`src/sv/pat_pkg.sv`:
```
`timescale 1ns / 1ps
package pat_pkg;

  localparam int CAPACITY = 128;
  localparam int IDX_W    = $clog2(CAPACITY);
  localparam int CNT_W    = IDX_W + 1;
  localparam int DATA_W   = 32;
  localparam int OP_W     = 3;
  localparam int POS_W    = 8;
  localparam int ST_W     = 3;
  localparam int FIDX_W   = 7;
  localparam int COUNT_W  = 8;
  localparam int CMP_W    = (CNT_W > POS_W) ? CNT_W : POS_W;

  typedef enum logic [OP_W-1:0] {
    OP_INSERT  = 3'd0,
    OP_DELETE  = 3'd1,
    OP_SEARCH  = 3'd2,
    OP_MAXIMUM = 3'd3,
    OP_MINIMUM = 3'd4,
    OP_REVERSE = 3'd5
  } op_t;

  typedef enum logic [ST_W-1:0] {
    ST_OK       = 3'd0,
    ST_FULL     = 3'd1,
    ST_EMPTY    = 3'd2,
    ST_BADPOS   = 3'd3,
    ST_NOTFOUND = 3'd4
  } status_t;

  // SH_DOWN: take right neighbor; SH_UP: take left neighbor
  typedef enum logic [1:0] {
    SH_HOLD,
    SH_DOWN,
    SH_UP
  } shift_t;

  typedef struct packed {
    shift_t            mode;
    logic [IDX_W-1:0]  lo;
    logic [IDX_W-1:0]  hi;
    logic              wrap;
    logic [DATA_W-1:0] bus;
  } cell_cmd_t;

  typedef struct packed {
    logic [OP_W-1:0]          op;
    logic signed [DATA_W-1:0] value;
    logic [POS_W-1:0]         position;
  } req_t;

  typedef struct packed {
    logic [ST_W-1:0]          status;
    logic signed [DATA_W-1:0] result_value;
    logic [FIDX_W-1:0]        found_index;
    logic [COUNT_W-1:0]       entry_count;
  } rsp_t;

endpackage

```
`src/sv/pat_cell.sv`:
```
`timescale 1ns / 1ps
module pat_cell (
  input  logic                           clk,
  input  logic [pat_pkg::IDX_W-1:0]      idx,
  input  pat_pkg::cell_cmd_t             cmd,
  input  logic [pat_pkg::DATA_W-1:0]     left,
  input  logic [pat_pkg::DATA_W-1:0]     right,
  output logic [pat_pkg::DATA_W-1:0]     data
);

  logic                          we;
  logic [pat_pkg::DATA_W-1:0]    data_next;

  always_comb begin
    we        = 1'b0;
    data_next = right;
    case (cmd.mode)
      pat_pkg::SH_DOWN: begin
        if (idx >= cmd.lo && idx < cmd.hi) begin
          we        = 1'b1;
          data_next = right;
        end else if (idx == cmd.hi && cmd.wrap) begin
          we        = 1'b1;
          data_next = cmd.bus;
        end
      end
      pat_pkg::SH_UP: begin
        if (idx > cmd.lo && idx <= cmd.hi) begin
          we        = 1'b1;
          data_next = left;
        end else if (idx == cmd.lo) begin
          we        = 1'b1;
          data_next = cmd.bus;
        end
      end
      default: begin
        we = 1'b0;
      end
    endcase
  end

  always_ff @(posedge clk) begin
    if (we) begin
      data <= data_next;
    end
  end

endmodule

```
`config.mk`:
```
export PLATFORM = sky130hd
export DESIGN_NAME = pat_cell
export DESIGN_NICKNAME = d
export VERILOG_FILES = /design/src/sv/pat_pkg.sv /design/src/sv/pat_cell.sv
export SDC_FILE = /design/constraint.sdc
export NUM_CORES = 1
export LEC_CHECK = 0
export BUFFER_PORTS_ARGS = -buffer_cell sky130_fd_sc_hd__buf_4
export CELL_PAD_IN_SITES_DETAIL_PLACEMENT = 1
export CELL_PAD_IN_SITES_GLOBAL_PLACEMENT = 1
export CORE_ASPECT_RATIO = 1.2
export CORE_MARGIN = 2
export CORE_UTILIZATION = 34
export CTS_CLUSTER_SIZE = 24
export DETAILED_ROUTE_END_ITERATION = 10
export PLACE_DENSITY = 0.84
export SKIP_LAST_GASP = 1
export SLEW_MARGIN = 20
export SYNTH_ARGS = -nofsm -noshare
export SYNTH_HDL_FRONTEND = slang
export SYNTH_SLANG_ARGS = --single-unit
export TNS_END_PERCENT = 5
```
`constraint.sdc`:
```
create_clock -name clk -period 4.7 [get_ports clk]
set_clock_uncertainty 0.05 [all_clocks]
set_input_delay 0.94 -clock clk [delete_from_list [all_inputs] [get_ports clk]]
set_output_delay 0.94 -clock clk [all_outputs]
set_load 0.01 [all_outputs]
```
# Word-level counts from Yosys, hierarchy flattened
# Cells that the tools add are included.
[word_totals]
regBits = 32
latchBits = 0
mem_bits_rw = 0
rom_bits = 0
input_bits = 121
output_inout_bits = 32
word_cells = 22
mem_count = 0
[op_classes]
n_addsub = 0
multipliers = 0
div_mod_pow = 0
n_lt_le_gt_ge = 4
eq_ne = 4
shift = 0
muxes = 10
bitwise = 0
reduce_logical = 3
[ops]
columns = ["operator", "n"]
rows = [
  ["2-to-1 mux 32 bit", 4],
  ["one-hot mux 32 bit (2 select lines)", 1],
  ["== test 7 bit", 2],
  [">= comparator 7 bit", 1],
  ["greater-than comparator 7 bit", 1],
  ["<= comparator 7 bit", 1],
  ["< comparator 7 bit", 1],
  ["2-to-1 mux 1 bit", 4],
  ["logical AND 1 bit", 3],
  ["== test 2 x 1 -> 1 bit, second input constant", 1],
  ["== test 2 bit, second input constant", 1],
  ["one-hot mux 1 bit (2 select lines)", 1],
]

# Logic depth before layout (Yosys ltp)
# Gate-level depths: netlist (run 1).
[depth]
word_depth = 5
mapped_depth = 10

# Least setup slack after synthesis (run 1)
# Ideal clock, no wire load.
[synth_timing]
kind = "input-to-reg"
start = "input port cmd[39] in the netlist's numbering"
end = "register data[0] in the netlist's numbering (enable)"
setup_ns = 0.432
t_arrival_ns = 3.791
t_required_ns = 4.218
path_slack_ns = 0.428
cell_stages = 10
path_buffers = 2
cell_sequence = "inv_1 ha_1 a41oi_1 o21ai_1 o21bai_1 and3_1 buf_6 buf_6 o21ai_0 a21oi_1"
[synth_between]
elab_chain_cells = 5
elab_cells_between_ends = 10
[synth_lines]
columns = ["item", "line", "text"]
rows = [
  ["start, declared", "pat_cell.sv:5", "input pat_pkg::cell_cmd_t cmd,"],
  ["parallel branches: the longest is 4 deep, another holds <= comparator 7 bit", "n/a", ""],
  ["one-hot mux 1 bit (2 select lines) *", "pat_cell.sv:17", "case (cmd.mode)"],
  ["via we", "pat_cell.sv:11", "logic we;"],
  ["end signal, assigned", "pat_cell.sv:44", "data <= data_next;"],
  ["end, declared", "pat_cell.sv:8", "output logic [pat_pkg::DATA_W-1:0] data"],
]
# Mark *: on every way through the listed nets, which the timed path passes.
# A chain may end at the register's enable or synchronous reset.

# Worst setup path after layout (run 1)
[layout_timing]
start = "input port idx[6] in the netlist's numbering"
end = "register data[24] in the netlist's numbering (data pin)"
[layout_between]
elab_chain_cells = 5
elab_cells_between_ends = 14
[layout_lines]
columns = ["item", "line", "text"]
rows = [
  ["start, declared", "pat_cell.sv:4", "input logic [pat_pkg::IDX_W-1:0] idx,"],
  ["parallel branches: the longest is 4 deep, another holds greater-than comparator 7 bit", "n/a", ""],
  ["one-hot mux 32 bit (2 select lines) *", "pat_cell.sv:17", ""],
  ["via data_next, one bit", "pat_cell.sv:12", "logic [pat_pkg::DATA_W-1:0] data_next;"],
]
# Marked as above.

==> impl_metrics.toml, run 1 <==
[global_routing]
grtUsageTotal_pct = 22.46
grt_pass1_wl_microns = 17910
grt_pass1_vias = 3713
grt_max_degree = 35
overflow = 0
antenna_found_initial = 0

[power]
power_density_nw_per_um2 = 203.5
clockPowerShare_pct = 24.0
combPwrFrac_pct = 37.1
irDropWorstVdd_mv = 0.09194
switchingPower_uw = 288.6
p_sw_share_pct = 32.16
p_leak_uw = 0.001778
seq_power_share_pct = 38.9
internal_power_uw = 608.6

[clock_network]
postCtsHoldBufs = 0
cts_resized = 0
cts-root-buf = "clkbuf_8"
cts_tree = "built"
htree_num_levels = 2
clk_pin_slew_ns = 0.07
clock-sinks = 32
post_cts_buffers = 0
clockBufferDepth = 2
cts-buffers-inserted = 5

[die]
std_cell_rows = 38
ioPinCount = 153
dieArea_sq_um = 9998
dieHeight_microns = 109.1
coreArea_sq_um = 8986
die_w_microns = 91.61
start_util_pct = 34.85

[synth]
synth_most_common_cell = "nand2_1"
synth_common_cells = "nand2_1, and2_1, edfxtp_1, o21ai_0, a22oi_2"
synth_flop_cell = "edfxtp_1"
synth_edf_count = 32
synth_seq_area_share_pct = 30.68
syn_avg_cell_area_sq_um = 9.636
synth_cell_types = 37
synth_top_area_share_pct = 30.68
yosys_warnings = 0
yosys.area.top_type = "edfxtp_1"
synthTopCellsByArea = "edfxtp_1, a22oi_2, o221ai_1, and2_1, ha_1"
synthCells = 325
syn_nets = 462
ys_async_sr_fraction_pct = 0
synth_seq_cells = 32
syn_area_sq_um = 3132

[finish]
reg_top3 = "data (32)"
nets = 601
insertedDiodeCount = 0
drive_gt1_share_pct = 47.10
multi_input_area_sq_um = 1929
seqCellArea_sq_um = 960.9
top_register = "data"
largest_reg_flops = 32
area_growth_pct = 40.75
fillers = 1062

[sta]
worst_pin_slew_ns = 0.7725
fin_crit_sh_pct = 72.39
timing.hold.ws_ns = 0.9212
slew_headroom_pct = 48.30
hold_viol = 0
slew_violations = 0
rsz0062_at_grt = "false"
fmax_ghz = 0.2939
setup_viol = 0
min_period_ns = 3.402
final.setup.tns_ns = 0

[critical_path]
cp-startpoint = "idx[6]"
crit_fanout = 17
setup.worst_path.class = "in2reg"
end_kind = "flip-flop"
worstSetupStartpointType = "input port"
required_ns = 4.76
cp.arrival_ns = 3.46

[min_path]
holdCritPathClass = "in2reg"
min-delay-start = "right[22]"

[drt]
drt_iter0_drc = 91
vias_per_cell = 5.605
vias = 3279
routed_wl_microns = 11210
firstDrtPassIters = 4
drtAntennaViolNets = 0
routedWlPerCell_microns = 19.17
drc_errors = 0

[place]
port_buffers = 152
gp_congestion = 0.8238
dpl.hpwl_microns = 8356

[run]
drv_cap = 0

[run_status]
run_status = "completed"
## placed cells by master, fill, tap and decap left out, types with 6 or more instances in the layout
| master | n |
|---|---|
| a211oi_2 | 7 |
| ha_1 | 16 |
| nand2_1 | 34 |
| a211oi_1 | 25 |
| buf_4 | 161 |
| o221ai_2 | 7 |
| o21ai_0 | 32 |
| o221ai_1 | 24 |
| edfxtp_1 | 32 |
| inv_1 | 18 |
| a21oi_1 | 6 |
| a22oi_2 | 29 |
| and2_1 | 33 |
## final timing paths
path | endpoint | slack (ns) | depth (start not counted)
setup / recovery | data[24] | 1.30 | 9
hold / removal | data[22] | 0.92 | 3
## metal layers
layer  GRT usage [%]  share of wire, %  up-vias
met3           3.386               5.2       21
met2           42.80                55      128
met4           7.684               2.0        0
li1                -                 -     1549
met1           25.37                38     1581
met5               0                 0        -
## worst max-delay path, cell delays in order
cell and delay (ns):
buf_4 0.12, ha_1 0.32, a41oi_1 0.22, o21ai_1 0.11, or2_1 0.29, o21ai_4 0.65
buf_4 0.41, a22oi_1 0.14, o221ai_1 0.25
## through the flow
step	total power (uW)	cell area [sq um]	utilization, %	setup slack [ns]	cells
CTS	902.9	4408	49.05	1.291	585
detailed placement	689.0	4320	48.08	1.005	577
global placement	675.5	4320	48.08	1.132	577
floorplan	526.0	3132	-	0.4276	325
global route	941.9	4408	49.05	1.176	585
finish	897.1	4408	49.05	1.298	585
## area by class of cell
class                           instances  area share [%]
Clock buffer                            5           1.561
Tap cell                              120           3.406
Multi-Input combinational cell        245           43.77
Inverter                               19           1.618
Clock inverter                          3          0.4258
Timing Repair Buffer                  161           27.42
Sequential cell                        32           21.80
## cell families after synthesis
kind of cell	count (synthesis)	synth area share (%)
buffers and inverters	48	8.150
adder cells (fa/ha/maj)	16	6.392
multiplexers	2	0.6792
AO/OA/AOI/OAI	145	40.43
flip-flops	32	30.68
AND/OR/NAND/NOR	82	13.66
## power groups by stage
stage / logic [uW] / clock network [uW] / registers [uW]
6_report: 333 / 215 / 349
5_1_grt: 365 / 226 / 350
4_1_cts: 335 / 219 / 349
3_5_place_dp: 333 / 0 / 356
3_3_place_gp: 320 / 0 / 355
2_1_floorplan: 162 / 0 / 364
(Power assumes the default switching activity.)
==> run 2: changes to the inputs <==
Settings changed: ABC_AREA set to 1, CORE_UTILIZATION 34 to 33, PLACE_DENSITY 0.84 to 0.85.
Clock period 4.7 ns to 3.4 ns, I/O delays scaled along.
==> run 2 against run 1 <==
  * Synthesized cell count increased by 130%
  * Synthesized area increased by 31%
  * Sequential cell count unchanged
  * Combinational power increased by 100%
  * Largest power group is now combinational logic
==> impl_metrics.toml, run 2 <==
[run]
drv_cap = 0

[global_routing]
overflow = 0
grtUsageTotal_pct = 22.46
grt_pass1_vias = 5102
grt_max_degree = 45
antenna_found_initial = 0
grt_pass1_wl_microns = 24380

[finish]
insertedDiodeCount = 0
reg_top3 = "data (32)"
multi_input_area_sq_um = 2461
top_register = "data"
seqCellArea_sq_um = 960.9
fillers = 1712
final_cell_mix = "nand2_1, buf_4, inv_1"
area_growth_pct = 33.24
finalInstanceArea_sq_um = 5477
nets = 1003
layout_commonest_cell = "nand2_1"
largest_reg_flops = 32
drive_gt1_share_pct = 21.45

[drt]
vias_per_cell = 4.840
routedWlPerCell_microns = 14.41
drt_iter0_drc = 220
drtAntennaViolNets = 0
vias = 4976
drc_errors = 0
firstDrtPassIters = 5
routed_wl_microns = 14820

[clock_network]
cts_resized = 0
postCtsHoldBufs = 0
cts-buffers-inserted = 5
clk_pin_slew_ns = 0.06
clockBufferDepth = 2
clock-sinks = 32
htree_num_levels = 2
cts_tree = "built"
post_cts_buffers = 0
cts-root-buf = "clkbuf_16"

[synth]
syn_nets = 877
synth_common_cells = "nand2_1, inv_1, nand3_1, o21ai_0, edfxtp_1"
synth_top_family_by_area = "simple AND/OR/NAND/NOR gates"
synth_flop_cell = "edfxtp_1"
synthTopCellsByArea = "nand2_1, edfxtp_1, nand3_1, inv_1, o21ai_0"
synthSimpleGateAreaFrac_pct = 45.42
synth_cell_types = 22
ys_async_sr_fraction_pct = 0
yosys.area.top_type = "nand2_1"
synth_most_common_cell = "nand2_1"
synth_edf_count = 32
synth_mux_area_share_pct = 0
synth_top_area_share_pct = 31.14
yosys_warnings = 0
synth_compound_area_share_pct = 9.072
syn_area_sq_um = 4110
synth_seq_cells = 32
syn_avg_cell_area_sq_um = 5.554
synth-xor-area-share_pct = 0
synthAdderAreaFrac_pct = 4.871
synth_seq_area_share_pct = 23.38
synthCells = 740

[sta]
slew_violations = 0
min_period_ns = 2.740
hold_viol = 0
setup_ws_ns = 0.6604
setup_viol = 0
fin_crit_sh_pct = 80.58
rsz0062_at_grt = "false"
timing.hold.ws_ns = 0.6523
final.setup.tns_ns = 0
worst_pin_slew_ns = 0.6865
slew_headroom_pct = 54.16
fmax_ghz = 0.3650

[power]
p_sw_share_pct = 37.13
power_density_nw_per_um2 = 295.4
switchingPower_uw = 600.7
irDropWorstVdd_mv = 0.1493
p_leak_uw = 0.003287
combPwrFrac_pct = 42.0
seq_power_share_pct = 30.0
clockPowerShare_pct = 28.0
internal_power_uw = 1017

[die]
die_w_microns = 105.9
ioPinCount = 153
coreArea_sq_um = 12110
std_cell_rows = 44
dieHeight_microns = 126.3
start_util_pct = 33.94
dieArea_sq_um = 13370

[place]
dpl.hpwl_microns = 10560
gp_congestion = 0.7924
port_buffers = 152
dpl_cell_area_sq_um = 5340
post-place-ws_ns = 0.3623

[min_path]
hold_depth = 3
holdCritPathClass = "in2reg"
min-delay-start = "right[2]"
min_to = "data[2]"

[critical_path]
worstSetupStartpointType = "input port"
cp.arrival_ns = 2.71
crit_fanout = 20
setup.worst_path.class = "in2reg"
end_kind = "flip-flop"
required_ns = 3.37

[run_status]
run_status = "completed"
-- run 2: logic make-up (layout without fill, tap and decap cells) --
kind of cell / count (synthesis) / after routing
AO/OA/AOI/OAI: 70 / 70
buffers and inverters: 169 / 296
adder cells (fa/ha/maj): 16 / 16
AND/OR/NAND/NOR: 453 / 453
flip-flops: 32 / 32
-- run 2: final cells by class --
class	count	share of cell area [%]
multi-input combinational	539	44.94
timing repair buffer	166	22.98
sequential	32	17.55
inverter	122	8.362
tap	161	3.678
clock buffer	7	2.422
clock inverter	1	0.06854
-- run 2: worst max path at each step --
| stage | startpoint | to | depth (start not counted) | slack (ns) |
|---|---|---|---|---|
| 2_1_floorplan | cmd[44] | data[0] | 12 | 0.15 |
| 3_3_place_gp | idx[6] | data[10] | 14 | 0.43 |
| 3_5_place_dp | idx[6] | data[5] | 11 | 0.36 |
| 4_1_cts | idx[6] | data[5] | 11 | 0.66 |
| 5_1_grt | idx[6] | data[3] | 14 | 0.43 |
| 6_report | idx[6] | data[12] | 11 | 0.66 |
-- run 2: power by group through the flow --
| stage | Sequential (uW) | Clock, uW | Combinational, uW |
|---|---|---|---|
| 6_report | 485 | 453 | 680 |
| 5_1_grt | 486 | 469 | 772 |
| 4_1_cts | 485 | 458 | 687 |
| 3_5_place_dp | 492 | 0 | 683 |
| 3_3_place_gp | 492 | 0 | 666 |
| 2_1_floorplan | 504 | 0 | 394 |
-- run 2: layer usage --
| layer | up-vias | routed length (microns) | track usage, % | part of all wire, % |
|---|---|---|---|---|
| met4 | 0 | 198 | 6.269 | 1.3 |
| met1 | 2322 | 6097 | 25.94 | 41 |
| met2 | 118 | 7910 | 42.92 | 53 |
| met3 | 11 | 608 | 2.795 | 4.1 |
| met5 | - | 0 | 0 | 0 |
| li1 | 2525 | - | - | - |
-- run 2: through the flow --
step                      cells  power [uW]  utilization (%)
final                      1028        1618            45.22
after floorplan             740       897.9                -
after global placement     1020        1158            44.09
after global routing       1028        1726            45.22
after CTS                  1028        1629            45.22
after detailed placement   1020        1175            44.09
-- run 2: worst max-delay path: stages --
cell     delay [ns]
buf_4          0.11
ha_1           0.31
nand2_2        0.10
inv_1          0.07
a21oi_4        0.20
nand3_2        0.33
nand2_4        0.34
nand2_1        0.10
nand2_1        0.13
a21oi_4        0.07
buf_4          0.24
==> run 3: changes to the inputs <==
Settings changed: CORE_UTILIZATION 33 to 30, PLACE_DENSITY 0.85 to 0.82.
Clock period 3.4 ns to 2.3 ns, I/O delays scaled along.
==> run 3 against run 2 <==
  * Core utilization is 1.8 points lower
  * Non-clock buffer count rose by 13
  * Worst hold slack got worse by 0.22 ns
  * First-iteration DRC count down 0.91%
  * Final cell count grew 1.8%
  * Worst setup slack worse by 0.47 ns
  * Count of clock-buffer cells in the layout down 2
  * Critical endpoint is now data[23]
==> impl_metrics.toml, run 3 (synthesized netlist as in run 2, its figures left out) <==
[critical_path]
worst_path_largest_cell_delay_ns = 0.31
slowest_stage = "ha_1"
setup.worst_path.class = "in2reg"
crit_top_cell = "nand2_1"
end_kind = "flip-flop"
cp.arrival_ns = 2.09
required_ns = 2.28
worstSetupStartpointType = "input port"
crit_fanout = 26
path_cells = "buf_4 > ha_1 > nand2_1 > nor2_1 > nand3_2 > buf_12 > nand2_1 > o21ai_0 > nand2_1 > nand2_1 > nand2_1 > nand2_1 > nand2_1 > nand2_1"

[die]
dieArea_sq_um = 14660
die_w_microns = 110.9
ioPinCount = 153
dieHeight_microns = 132.2
start_util_pct = 30.91
std_cell_rows = 46
coreArea_sq_um = 13300

[power]
power_density_nw_per_um2 = 420.3
p_total_uw = 2426
irDropWorstVdd_mv = 0.2045
p_leak_uw = 0.003390

[drt]
drtAntennaViolNets = 0
drt_iter0_drc = 218
vias = 4956
drc_errors = 0
routed_wl_microns = 14860
vias_per_cell = 4.734
routedWlPerCell_microns = 14.19
firstDrtPassIters = 4

[sta]
hold_viol = 0
fmax_ghz = 0.4740
rsz0062_at_grt = "false"
setup_viol = 0
fin_crit_sh_pct = 91.72
min_period_ns = 2.109
slew_headroom_pct = 78.83
worst_pin_slew_ns = 0.3172
slew_violations = 0

[finish]
insertedDiodeCount = 0
final_core_util_pct = 43.41
top_register = "data"
layout_commonest_cell = "nand2_1"
final_cell_mix = "nand2_1, buf_4, inv_1"
fillers = 1832
area_growth_pct = 40.43
seqCellArea_sq_um = 960.9
largest_reg_flops = 32
drive_gt1_share_pct = 24.46
nets = 1016
reg_top3 = "data (32)"
multi_input_area_sq_um = 2544

[place]
port_buffers = 152
gp_congestion = 0.8191
dpl.hpwl_microns = 11380

[min_path]
min_to = "data[22]"
min-delay-start = "right[22]"
hold_depth = 3
holdCritPathClass = "in2reg"

[global_routing]
grt_max_degree = 47
grt_pass1_vias = 5025
overflow = 0
antenna_found_initial = 0
grt_pass1_wl_microns = 24330
grtUsageTotal_pct = 20.06

[clock_network]
postCtsHoldBufs = 0
post_cts_buffers = 0
cts_resized = 0
cts-buffers-inserted = 5
cts_tree = "built"
htree_num_levels = 2
clock-sinks = 32
clockBufferDepth = 2
cts-root-buf = "clkbuf_16"
clk_pin_slew_ns = 0.05

[run]
drv_cap = 0

[run_status]
run_status = "completed"
==> run 3: changes by cell type in the layout (fill, tap and decap cells not counted), moves of 4 or more <==
cell     delta
nand2_1     -4
inv_1       -7
buf_12      +7
inv_2       +4
buf_4       +6
ha_4        +5
ha_1        -5
==> run 3: final cells by class <==
cell class	instances	area share, %
clock inverter	2	0.1301
clock buffer	5	2.168
tap	168	3.642
timing repair buffer	179	25.02
sequential	32	16.65
multi-input combinational	539	44.07
inverter	122	8.324
==> run 3: metrics by stage <==
| step | area, sq um | setup TNS [ns] | cells | worst slack (ns) | hold slack (ns) |
|---|---|---|---|---|---|
| 2_1_floorplan | 4233 | -8.556 | 740 | -0.2674 | 0.5914 |
| 3_3_place_gp | 5639 | -0.5512 | 1040 | -0.01758 | 0.7136 |
| 3_5_place_dp | 5639 | -4.217 | 1040 | -0.1126 | 0.7150 |
| 4_1_cts | 5772 | 0 | 1047 | 0.1759 | 0.4259 |
| 5_1_grt | 5772 | 0 | 1047 | 0.002912 | 0.4484 |
| 6_report | 5772 | 0 | 1047 | 0.1905 | 0.4331 |
==> run 3: worst max path at each step <==
| stage | start | end | depth (start not counted) |
|---|---|---|---|
| after floorplan | cmd[44] | data[0] | 11 |
| after global placement | idx[1] | data[8] | 14 |
| after detailed placement | idx[1] | data[23] | 14 |
| after CTS | idx[1] | data[23] | 14 |
| after global routing | idx[1] | data[27] | 14 |
| final | idx[1] | data[23] | 14 |
==> run 3: worst max-delay path, delay by kind of cell <==
family | cells | cell delay [ns]
fa+ha+maj | 1 | 0.31
simple gates | 10 | 0.88
compound gates | 1 | 0.07
buf+inv | 2 | 0.36
==> run 3: metal layers <==
layer / track usage [%] / vias up / part of all wire, %
li1: - / 2548 / -
met1: 23.33 / 2283 / 42
met2: 38.65 / 109 / 52
met3: 2.023 / 16 / 3.4
met4: 5.556 / 0 / 1.9
met5: 0 / - / 0
==> run 3: power by group <==
group	internal (uW)	total (uW)	switching, uW
clock network	387	625	238
registers	702	717	14.4
logic	462	1080	622
