[config.mk]
export PLATFORM = sky130hd
export DESIGN_NAME = pat_ctrl
export DESIGN_NICKNAME = d
export VERILOG_FILES = /design/src/sv/pat_pkg.sv /design/src/sv/pat_ctrl.sv
export SDC_FILE = /design/constraint.sdc
export NUM_CORES = 1
export LEC_CHECK = 0
export BUFFER_PORTS_ARGS = -buffer_cell sky130_fd_sc_hd__buf_2
export CAP_MARGIN = 20
export CORE_MARGIN = 8
export CORE_UTILIZATION = 35
export DETAILED_ROUTE_END_ITERATION = 6
export PLACE_DENSITY_LB_ADDON = 0.12
export REMOVE_ABC_BUFFERS = 1
export SLEW_MARGIN = 20
export SYNTH_ARGS = -nofsm -noshare
export SYNTH_HDL_FRONTEND = slang
export SYNTH_SLANG_ARGS = --single-unit
[constraint.sdc]
create_clock -name clk -period 6.5 [get_ports clk]
set_input_delay 0.325 -clock clk [delete_from_list [all_inputs] [get_ports clk]]
set_output_delay 0.325 -clock clk [all_outputs]
set_load 0.1 [all_outputs]
[src/sv/pat_pkg.sv]
`timescale 1ns / 1ps
package pat_pkg;

  localparam int CAPACITY = 128;
  localparam int IDX_W    = $clog2(CAPACITY);
  localparam int CNT_W    = IDX_W + 1;
  localparam int DATA_W   = 32;
  localparam int OP_W     = 3;
  localparam int POS_W    = 8;
  localparam int ST_W     = 3;
  localparam int FIDX_W   = 7;
  localparam int COUNT_W  = 8;
  localparam int CMP_W    = (CNT_W > POS_W) ? CNT_W : POS_W;

  typedef enum logic [OP_W-1:0] {
    OP_INSERT  = 3'd0,
    OP_DELETE  = 3'd1,
    OP_SEARCH  = 3'd2,
    OP_MAXIMUM = 3'd3,
    OP_MINIMUM = 3'd4,
    OP_REVERSE = 3'd5
  } op_t;

  typedef enum logic [ST_W-1:0] {
    ST_OK       = 3'd0,
    ST_FULL     = 3'd1,
    ST_EMPTY    = 3'd2,
    ST_BADPOS   = 3'd3,
    ST_NOTFOUND = 3'd4
  } status_t;

  // SH_DOWN: take right neighbor; SH_UP: take left neighbor
  typedef enum logic [1:0] {
    SH_HOLD,
    SH_DOWN,
    SH_UP
  } shift_t;

  typedef struct packed {
    shift_t            mode;
    logic [IDX_W-1:0]  lo;
    logic [IDX_W-1:0]  hi;
    logic              wrap;
    logic [DATA_W-1:0] bus;
  } cell_cmd_t;

  typedef struct packed {
    logic [OP_W-1:0]          op;
    logic signed [DATA_W-1:0] value;
    logic [POS_W-1:0]         position;
  } req_t;

  typedef struct packed {
    logic [ST_W-1:0]          status;
    logic signed [DATA_W-1:0] result_value;
    logic [FIDX_W-1:0]        found_index;
    logic [COUNT_W-1:0]       entry_count;
  } rsp_t;

endpackage

[src/sv/pat_ctrl.sv]
`timescale 1ns / 1ps
module pat_ctrl (
  input  logic                        clk,
  input  logic                        rst,
  input  logic                        start,
  output logic                        busy,
  input  pat_pkg::req_t               req,
  input  logic [pat_pkg::DATA_W-1:0]  head,
  output pat_pkg::cell_cmd_t          cmd,
  output logic                        done,
  output pat_pkg::rsp_t               rsp
);

  typedef enum logic [1:0] {
    IDLE,
    EXEC,
    SCAN,
    REV
  } state_t;

  state_t                          state;
  logic [pat_pkg::OP_W-1:0]        op_r;
  logic [pat_pkg::DATA_W-1:0]      val_r;
  logic [pat_pkg::POS_W-1:0]       pos_r;
  logic [pat_pkg::CNT_W-1:0]       count;
  logic [pat_pkg::CNT_W-1:0]       k;
  logic                            found;
  logic [pat_pkg::IDX_W-1:0]       fidx;
  logic [pat_pkg::DATA_W-1:0]      acc;

  logic [pat_pkg::CMP_W-1:0]       pos_ext;
  logic [pat_pkg::CMP_W-1:0]       cnt_ext;
  logic                            is_full;
  logic                            ins_ok;
  logic                            del_ok;
  logic [pat_pkg::CNT_W-1:0]       last;
  logic                            scan_last;
  logic                            hit;
  logic [pat_pkg::DATA_W-1:0]      acc_next;

  assign busy      = (state != IDLE);
  assign pos_ext   = pat_pkg::CMP_W'(pos_r);
  assign cnt_ext   = pat_pkg::CMP_W'(count);
  assign is_full   = (count >= pat_pkg::CNT_W'(pat_pkg::CAPACITY));
  assign ins_ok    = !is_full && (pos_ext <= cnt_ext);
  assign del_ok    = (count != '0) && (pos_ext < cnt_ext);
  assign last      = count - pat_pkg::CNT_W'(1);
  assign scan_last = (k == last);
  assign hit       = (head == val_r);

  always_comb begin
    if (k == '0) begin
      acc_next = head;
    end else if (op_r == pat_pkg::OP_MAXIMUM) begin
      acc_next = ($signed(head) > $signed(acc)) ? head : acc;
    end else begin
      acc_next = ($signed(head) < $signed(acc)) ? head : acc;
    end
  end

  always_comb begin
    cmd.mode = pat_pkg::SH_HOLD;
    cmd.lo   = '0;
    cmd.hi   = '0;
    cmd.wrap = 1'b0;
    cmd.bus  = head;
    unique case (state)
      EXEC: begin
        if (op_r == pat_pkg::OP_INSERT && ins_ok) begin
          cmd.mode = pat_pkg::SH_UP;
          cmd.lo   = pat_pkg::IDX_W'(pos_r);
          cmd.hi   = count[pat_pkg::IDX_W-1:0];
          cmd.bus  = val_r;
        end else if (op_r == pat_pkg::OP_DELETE && del_ok) begin
          cmd.mode = pat_pkg::SH_DOWN;
          cmd.lo   = pat_pkg::IDX_W'(pos_r);
          cmd.hi   = last[pat_pkg::IDX_W-1:0];
        end
      end
      SCAN: begin
        cmd.mode = pat_pkg::SH_DOWN;
        cmd.hi   = last[pat_pkg::IDX_W-1:0];
        cmd.wrap = 1'b1;
      end
      REV: begin
        // rotate the first k entries left by one
        cmd.mode = pat_pkg::SH_DOWN;
        cmd.hi   = pat_pkg::IDX_W'(k - pat_pkg::CNT_W'(1));
        cmd.wrap = 1'b1;
      end
      default: begin
        cmd.mode = pat_pkg::SH_HOLD;
      end
    endcase
  end

  always_ff @(posedge clk) begin
    if (rst) begin
      state <= IDLE;
      count <= '0;
      done  <= 1'b0;
    end else begin
      done <= 1'b0;
      unique case (state)
        IDLE: begin
          if (start) begin
            op_r  <= req.op;
            val_r <= req.value;
            pos_r <= req.position;
            state <= EXEC;
          end
        end
        EXEC: begin
          rsp.status       <= pat_pkg::ST_OK;
          rsp.result_value <= '0;
          rsp.found_index  <= '0;
          rsp.entry_count  <= pat_pkg::COUNT_W'(count);
          k                <= '0;
          found            <= 1'b0;
          fidx             <= '0;
          state            <= IDLE;
          done             <= 1'b1;
          unique case (op_r) inside
            pat_pkg::OP_INSERT: begin
              if (is_full) begin
                rsp.status <= pat_pkg::ST_FULL;
              end else if (!ins_ok) begin
                rsp.status <= pat_pkg::ST_BADPOS;
              end else begin
                count           <= count + pat_pkg::CNT_W'(1);
                rsp.entry_count <= pat_pkg::COUNT_W'(count + pat_pkg::CNT_W'(1));
              end
            end
            pat_pkg::OP_DELETE: begin
              if (count == '0) begin
                rsp.status <= pat_pkg::ST_EMPTY;
              end else if (!del_ok) begin
                rsp.status <= pat_pkg::ST_BADPOS;
              end else begin
                count           <= last;
                rsp.entry_count <= pat_pkg::COUNT_W'(last);
              end
            end
            pat_pkg::OP_SEARCH: begin
              if (count == '0) begin
                rsp.status <= pat_pkg::ST_NOTFOUND;
              end else begin
                state <= SCAN;
                done  <= 1'b0;
              end
            end
            pat_pkg::OP_MAXIMUM, pat_pkg::OP_MINIMUM: begin
              if (count == '0) begin
                rsp.status       <= pat_pkg::ST_EMPTY;
                rsp.result_value <= '1;
              end else begin
                state <= SCAN;
                done  <= 1'b0;
              end
            end
            pat_pkg::OP_REVERSE: begin
              if (count > pat_pkg::CNT_W'(1)) begin
                k     <= count;
                state <= REV;
                done  <= 1'b0;
              end
            end
            default: begin
              rsp.status <= pat_pkg::ST_OK;
            end
          endcase
        end
        SCAN: begin
          k   <= k + pat_pkg::CNT_W'(1);
          acc <= acc_next;
          if (!found && hit) begin
            found <= 1'b1;
            fidx  <= k[pat_pkg::IDX_W-1:0];
          end
          if (scan_last) begin
            state <= IDLE;
            done  <= 1'b1;
            if (op_r == pat_pkg::OP_SEARCH) begin
              if (found) begin
                rsp.found_index <= pat_pkg::FIDX_W'(fidx);
              end else if (hit) begin
                rsp.found_index <= pat_pkg::FIDX_W'(k[pat_pkg::IDX_W-1:0]);
              end
              rsp.status <= (found || hit) ? pat_pkg::ST_OK : pat_pkg::ST_NOTFOUND;
            end else begin
              rsp.result_value <= acc_next;
            end
          end
        end
        REV: begin
          k <= k - pat_pkg::CNT_W'(1);
          if (k == pat_pkg::CNT_W'(2)) begin
            state <= IDLE;
            done  <= 1'b1;
          end
        end
        default: begin
          state <= IDLE;
        end
      endcase
    end
  end

`ifndef ASSERT_OFF
  a_done_idle: assert property (@(posedge clk) disable iff (rst)
    done |-> state == IDLE)
    else $error("result strobe while sequencer active");

  a_count_cap: assert property (@(posedge clk) disable iff (rst)
    count <= pat_pkg::CNT_W'(pat_pkg::CAPACITY))
    else $error("entry count above capacity");

  a_accept_exec: assert property (@(posedge clk) disable iff (rst)
    (start && !busy) |=> state == EXEC)
    else $error("accepted word not executed");

  a_scan_range: assert property (@(posedge clk) disable iff (rst)
    state == SCAN |-> k < count)
    else $error("scan step beyond stored entries");

  a_rsp_count: assert property (@(posedge clk) disable iff (rst)
    done |-> rsp.entry_count == pat_pkg::COUNT_W'(count))
    else $error("reported count differs from table count");
`endif

endmodule
Word-level counts from Yosys, hierarchy flattened

Index checks and enable logic that the tools add are counted.

Add/sub/neg operators: 4
Muxes and demuxes: 53
Magnitude comparators: 6
Eq/ne operators: 18
Bitwise operators: 1
Reduce and logical (&&, ||, !) cells: 28

Operator list:

| kind                                                                  | count |
|---|---|
| 32-bit two-way mux                                                    | 8 |
| 42-bit case mux with 2 select lines                                   | 1 |
| 8-bit two-way mux                                                     | 6 |
| 42-bit two-way mux                                                    | 1 |
| 7-bit two-way mux                                                     | 5 |
| 34-bit two-way mux                                                    | 1 |
| 32-bit equality test                                                  | 1 |
| 32-bit > comparator                                                   | 1 |
| 32-bit less-than comparator                                           | 1 |
| 8-bit case mux with 3 select lines                                    | 1 |
| 7-bit case mux with 3 select lines                                    | 1 |
| 2-bit two-way mux                                                     | 9 |
| 8-bit by 1-bit adder with 8-bit output, second input constant         | 2 |
| 8-bit logical NOT                                                     | 2 |
| 16-bit two-way mux                                                    | 1 |
| 8-bit case mux with 2 select lines                                    | 1 |
| 8-bit by 1-bit subtractor with 8-bit output, second input constant    | 2 |
| 15-bit two-way mux                                                    | 1 |
| 7-bit case mux with 2 select lines                                    | 1 |
| 2-bit inequality test, second input constant                          | 6 |
| 3-bit case mux with 4 select lines                                    | 1 |
| 3-bit two-way mux                                                     | 3 |
| 3-bit AND reduction                                                   | 3 |
| 8-bit by 2-bit equality test with 1-bit output, second input constant | 1 |
| 30 further kinds                                                      | 50 |

Output and inout port bits: 101
Bits in registers: 152
Word-level logic and storage cells: 124

Depth between registers and ports, before layout

Gate-level depths: netlist of run 1.

Word-level depth: 7
Depth in mapped cells: 12
Depth with buffers taken out: 9

Least setup slack after synthesis of run 1

Ideal clock, no wire load.

Path kind: register to output
From: register count (netlist bit cnt_ext[3])
To: output port cmd[36] (netlist name)
Setup slack: 1.268 ns
Data arrival time: 4.907 ns
Data required time: 6.175 ns
Cell stages (with the launch flop): 11
Path through: dfxtp_1 -> clkbuf_1 -> inv_1 -> ha_1 -> nand3_1 -> o221ai_1 -> a21oi_1 -> o211ai_1 -> o31ai_1 -> a211oi_1 -> a311oi_1

RTL lines:

| element                | RTL line        | source |
|---|---|---|
| from (decl)            | pat_ctrl.sv:25  | `logic [pat_pkg::CNT_W-1:0] count;` |
| from (signal assigned) | pat_ctrl.sv:130 | `count <= count + pat_pkg::CNT_W'(1);` |
| from (signal assigned) | pat_ctrl.sv:140 | `count <= last;` |
| to (decl)              | pat_ctrl.sv:9   | `output pat_pkg::cell_cmd_t cmd,` |

==> results of run 1 <==
==> per-stage QoR <==
step	setup slack (ns)	setup TNS (ns)	std cells	total power, mW	hold slack [ns]
2_1_floorplan	-0.813	-2.46	793	1.53	0.394
3_5_place_dp	1.69	0	1316	1.69	0.503
3_3_place_gp	1.93	0	1316	1.68	0.501
5_1_grt	1.43	0	1350	2.72	0.0394
4_1_cts	1.70	0	1348	2.65	0.0452
6_report	1.65	0	1350	2.62	0.0637
==> flip-flops by register name, indices dropped and copies added (netlist names), 2 cells and up <==
name     cells
acc         32
k            8
val_r       32
pos_ext      8
fidx         7
op_r         3
state        2
cnt_ext      8
rsp         50
==> metal layers <==
layer	up-vias	wire length (um)
li1	3575	-
met1	3575	13500
met2	232	12400
met3	17	1640
met4	0	348
met5	-	0
==> critical path: cells and delay by family (launching register included) <==
kind                       cells  cell delay (ns)
buffers and inverters          3             0.95
AOI/OAI and AO/OA              7             2.11
adders and majority gates      1             0.36
DFF                            1             0.67
==> logic make-up after synthesis <==
logic type               Yosys count  share of synthesized area, %
AO/OA/AOI/OAI                    180                          13.9
XOR/XNOR                          58                          5.82
adder cells (fa/ha/maj)           52                          7.07
buffers and inverters            124                          5.37
flip-flops                       152                          48.4
multiplexers                      47                          5.59
AND/OR/NAND/NOR                  244                          13.9
==> power by group through the flow <==
stage / clock network [mW] / registers, mW / logic [mW]
2_1_floorplan: 0 / 1.29 / 0.241
3_3_place_gp: 0 / 1.17 / 0.517
3_5_place_dp: 0 / 1.17 / 0.519
4_1_cts: 0.986 / 1.15 / 0.520
5_1_grt: 1.02 / 1.15 / 0.549
6_report: 0.960 / 1.14 / 0.517
==> final cells by class <==
class                   instances  area, um2
fillers                      2550      15000
flip-flops and latches        152       4450
multi-input cells             581       4300
repair buffers                189        993
clock buffers                  17        425
well taps                     335        419
inverters                      60        225
clock inverters                15        134
diodes                          1       2.50
==> how the worst min path moves through the flow <==
stage	slack (ns)	end	start
2_1_floorplan	0.39	cnt_ext[5]	rst
3_3_place_gp	0.50	pos_ext[4]	req[4]
3_5_place_dp	0.50	op_r[2]	req[42]
4_1_cts	0.05	val_r[12]	req[20]
5_1_grt	0.04	val_r[12]	req[20]
6_report	0.06	val_r[5]	req[13]
==> placed cells by master (no fill, tap or decap), drive strengths merged, types with 6 or more instances in the layout <==
master,instances
nand4,42
a21oi,22
nor2,38
mux2,35
o21ai,45
ha,52
a21o,9
edfxtp,141
nor4,12
a221oi,6
o211ai,8
a211oi,9
buf,189
xor2,41
nor3,19
xnor2,15
o311ai,35
inv,68
nand3,48
mux2i,12
nor2b,6
and3,7
nand2,36
and2,17
a31oi,7
clkbuf,17
dfxtp,11
==> parameters.txt, run 1 <==
Parameter                              Value

Floorplan
  Core footprint    25900 um2
  I/O pin cnt    179
  Chip width    178 um
  Die area    31700 um2
  Number of standard-cell rows in the floorplan    59
  Die Y    178 um
  Starting utilization of the core area    35.5%

Synthesis
  Number of different library cells in the post-synthesis netlist    61
  Number of instances in the synthesized netlist    857
  Most frequent cells after synthesis    edfxtp_1 (141), inv_1 (59), ha_1 (52), clkbuf_1 (49), nand3_1 (48)
  Biggest area contributors in the synthesized netlist    edfxtp_1 (46%), ha_1 (7.1%), mux2_2 (4.3%)
  Part of the Yosys area used for sequential elements    48.4%
  Fraction of registers with async set or reset after synthesis    0%
  Share of the synthesized area in the top cell type    46.0%
  EDFF count, synth    141
  Flip-flop and latch count after synthesis    152
  Top_reg_cell synth    edfxtp_1
  Cell taking the most area after synthesis    edfxtp_1
  Warning count from the yosys run    0
  Most common cell in the synthesized netlist    edfxtp_1
  Netlist Area Pre-Place    9200 um2
  Mean Syn Cell Area    10.7 um2

Critical path
  Number of cells traversed by the worst register-to-register path    10
  Slowest stage cell on the critical path    o31ai_1
  Largest stage delay on the critical path    0.87 ns
  Startpoint of the most critical setup path    cnt_ext[2]
  Crit path arrival time    4.52 ns
  CP endpoint    cmd[36]
  Type of the worst setup path    flip-flop to output pin
  Required arrival time at the worst endpoint    6.17 ns
  Worst reg-to-reg setup slack    2.09 ns
  Worst r2r src    acc[14]
  Most frequent cell on the critical path    a21oi_1
  Startpoint type of the worst setup path    flip-flop
  Worst-path fanout max    14
  Sequence of cells on the critical path    inv_1, ha_1, a21oi_1, o221ai_1, a21oi_1, o211ai_1, buf_4, o31ai_1, a211oi_1, a311oi_1, buf_2
  Endpoint class of the critical path    output pin
  Endpoint of the worst register-to-register path    rsp[28]

STA
  Relative slew slack    27.5%
  Highest clock rate    206 MHz
  Least-Margin Pin Slew    1.08 ns
  Final setup violation count    0
  Part of the cycle the worst path needs    74.6%
  Minimum period implied by the final worst setup slack    4.85 ns
  Final number of hold-violating endpoints    0
  Unrepaired setup endpoints after global routing    no
  Pins over their slew limit    0
  Setup clock skew after layout    0.0142 ns

CTS
  Post-CTS Hold Fix Bufs    0
  Sinks on the clock net    152
  Worst-case clock buffer depth    2
  Later-pin clock latency in the skew report    0.43 ns
  CTS tree    done
  CTS HTree Levels    4
  Clock Pin Slew Worst Setup and Hold Paths    0.07 ns
  Setup repair bufs after CTS    0
  Post-CTS sizing    0
  Number of buffers created by CTS    17
  Clock tree root buffer cell    clkbuf_16

Pwr
  Switching share of total power    33.9%
  IR drop worst, VDD    0.000129 V
  Design internal power    1.73 mW
  Clock network power share    36.6%
  Gate power share    19.7%
  Net Switching    0.889 mW
  Sequential share of power    43.7%
  Leakage component of the power    4.29 nW
  Power density relative to cell area    239 nW/um2

Layout
  Utilization of the core after routing    42.3%
  Signed area change from the synthesized netlist to the final layout    19.1%
  Fin nets    1131
  Cell area after layout    11000 um2
  Layout cell share with drive strength beyond 1    25.9%

Global route
  Overflow left after global routing    0
  Global-route wire length before repair    43.1 mm
  Global routing met2 resource utilization    26.4%
  Largest net degree at the start of global routing    63
  Global router's overall resource usage    17.4%
  GR met1 Demand/Resource    24.8%
  Antenna violations before repair    1
  Number of global-route vias before repair    7324
  Top Usage Layer GRT    met2
  Global routing usage on met3    3.66%

Routing
  Overall routed net length    27.9 mm
  Number of routed nets with antenna violations    0
  DR DRC count    0
  Detailed Routing Iterations Pass 1    4
  Routed wire length per instance    20.6 um
  Number of vias in the routed layout    7399
  First-iteration detailed-routing DRC count    601
  Via-per-instance ratio    5.48

Worst hold path
  Classification of the worst-slack hold path    input pin to flip-flop
  Worst hold path stage count    1

Run
  Number of violations of the max-capacitance limit    0

Placed design
  Placed Instance Area    10400 um2
  Global placement routability congestion    0.863
  Number of port buffers    178
  Estimated wirelength of the detail-placed design    19.4 mm

Status
  Outcome    completed
Note: power is estimated with default switching activity, not from simulation.
==> run 2: changes to the inputs <==
==> constraint.sdc (replaced) <==
create_clock -name clk -period 4.88 [get_ports clk]
set_input_delay 0.244 -clock clk [delete_from_list [all_inputs] [get_ports clk]]
set_output_delay 0.244 -clock clk [all_outputs]
set_load 0.1 [all_outputs]
==> parameters.txt, run 2 (synthesis results as in run 1) <==
Parameter                              Value

CTS
  Setup repair bufs after CTS    0
  Sinks on the clock net    152
  Clock Pin Slew Worst Setup and Hold Paths    0.07 ns
  Later-pin clock latency in the skew report    0.44 ns
  Number of buffers created by CTS    17
  Worst-case clock buffer depth    2
  CTS HTree Levels    4
  CTS tree    done
  Clock tree root buffer cell    clkbuf_16

Layout
  Final std cells w/o fill    1399
  Signed area change from the synthesized netlist to the final layout    24.3%
  Largest register FFs    50
  Fin nets    1180
  Highest-count cells in the layout ignoring fill and taps    buf_2 (178), edfxtp_1 (141), inv_1 (59)
  Layout cell share with drive strength beyond 1    25.3%
  Leading cell type in the layout, fill and taps excluded    buf_2
  Top reg by flops    rsp
  Utilization of the core after routing    44.1%
  Top flop regs    rsp (50), acc (32), val_r (32)

Floorplan
  Core footprint    25900 um2
  Die area    31700 um2
  Number of standard-cell rows in the floorplan    59
  I/O pin cnt    179
  Die Y    178 um
  Starting utilization of the core area    35.5%
  Chip width    178 um

Pwr
  IR drop worst, VDD    0.000181 V
  Leakage component of the power    4.51 nW
  Power density relative to cell area    310 nW/um2

Critical path
  Startpoint type of the worst setup path    flip-flop
  Startpoint of the most critical setup path    cnt_ext[2]
  Worst r2r src    acc[14]
  Type of the worst setup path    flip-flop to output pin
  Crit path arrival time    4.21 ns
  Worst-path fanout max    33
  Endpoint class of the critical path    output pin
  Required arrival time at the worst endpoint    4.64 ns

STA
  Relative slew slack    40.9%
  Setup clock skew after layout    0.0180 ns
  Part of the cycle the worst path needs    91.2%
  Worst hold slack after final layout    0.185 ns
  Final number of hold-violating endpoints    0
  Highest clock rate    225 MHz
  Least-Margin Pin Slew    0.880 ns
  Final setup violation count    0
  Unrepaired setup endpoints after global routing    no
  Pins over their slew limit    0
  Minimum period implied by the final worst setup slack    4.45 ns

Routing
  Overall routed net length    28.6 mm
  Routed wire length per instance    20.4 um
  DR DRC count    0
  Detailed Routing Iterations Pass 1    5
  Via-per-instance ratio    5.47
  Number of routed nets with antenna violations    0
  Number of vias in the routed layout    7659
  First-iteration detailed-routing DRC count    550

Global route
  Antenna violations before repair    1
  Largest net degree at the start of global routing    62
  Global-route wire length before repair    44.1 mm
  Global router's overall resource usage    17.8%
  Overflow left after global routing    0
  Number of global-route vias before repair    7687

Status
  Outcome    completed

Worst hold path
  Classification of the worst-slack hold path    input pin to flip-flop
  Startpoint of the lowest-slack hold path    head[0]

Placed design
  Number of port buffers    178
  Total placed cells including tap cells    1322
  Estimated wirelength of the detail-placed design    19.7 mm
  Global placement routability congestion    0.824

Run
  Number of violations of the max-capacitance limit    0
-- run 2: cell types whose count changed in the layout (fill, tap and decap cells not counted), sizes merged --
cell,delta
clkinv,-1
dlygate4sd3,+43
inv,+1
buf,+6
clkinvlp,-1
clkbuf,+1
-- run 2: path summary, 6_finish.rpt --
path | to | cells past startpoint | slack [ns]
min | acc[0] | 2 | 0.19
max reg2reg | acc[0] | 10 | 1.20
min reg2reg | state[0] | 2 | 0.54
max | cmd[30] | 10 | 0.43
-- run 2: cell type report --
| class | instances | area, um2 |
|---|---|---|
| Sequential cell | 152 | 4450 |
| Fill cell | 2522 | 14500 |
| Clock buffer | 18 | 429 |
| Timing Repair Buffer | 238 | 1480 |
| Inverter | 60 | 225 |
| Tap cell | 335 | 419 |
| Antenna cell | 1 | 2.50 |
| Clock inverter | 14 | 131 |
| Multi-Input combinational cell | 581 | 4300 |
-- run 2: per-layer routing --
layer  vias up  global-route usage [%]  part of all wire, %
met4         0                    6.60                  1.9
met1      3688                    24.8                   47
met2       263                    26.8                   44
met5         -                       0                    0
li1       3668                       -                    -
met3        40                    3.73                  6.7
-- run 2: worst max-delay path, cell delays in order (launching register included) --
cell	delay, ns
dfxtp_1	0.66
inv_1	0.28
ha_1	0.36
a21oi_1	0.14
o221ai_1	0.14
a21oi_1	0.30
o21ai_1	0.30
a211oi_4	0.60
buf_12	0.29
mux2_2	0.36
buf_2	0.29
-- run 2: power by group --
group / switching (mW) / internal (mW) / total (mW)
Sequential: 0.0330 / 1.49 / 1.52
Clock: 0.632 / 0.678 / 1.31
Combinational: 0.550 / 0.168 / 0.718
Total: 1.22 / 2.34 / 3.55
-- run 2: metrics by stage --
stage	worst slack [ns]	TNS, ns	total power [mW]	area, um2
2_1_floorplan	-2.35	-85.35	2.04	8930
3_3_place_gp	0.936	0	2.24	10400
3_5_place_dp	0.963	0	2.25	10400
4_1_cts	0.465	0	3.58	11400
5_1_grt	0.217	0	3.68	11400
6_report	0.430	0	3.55	11400
-- run 2: repair_timing --
| item | CTS | global route |
|---|---|---|
| endpoints found under the hold margin | 43 | 0 |
| gates resized for setup | 0 | 0 |
| hold buffers | 43 | 0 |
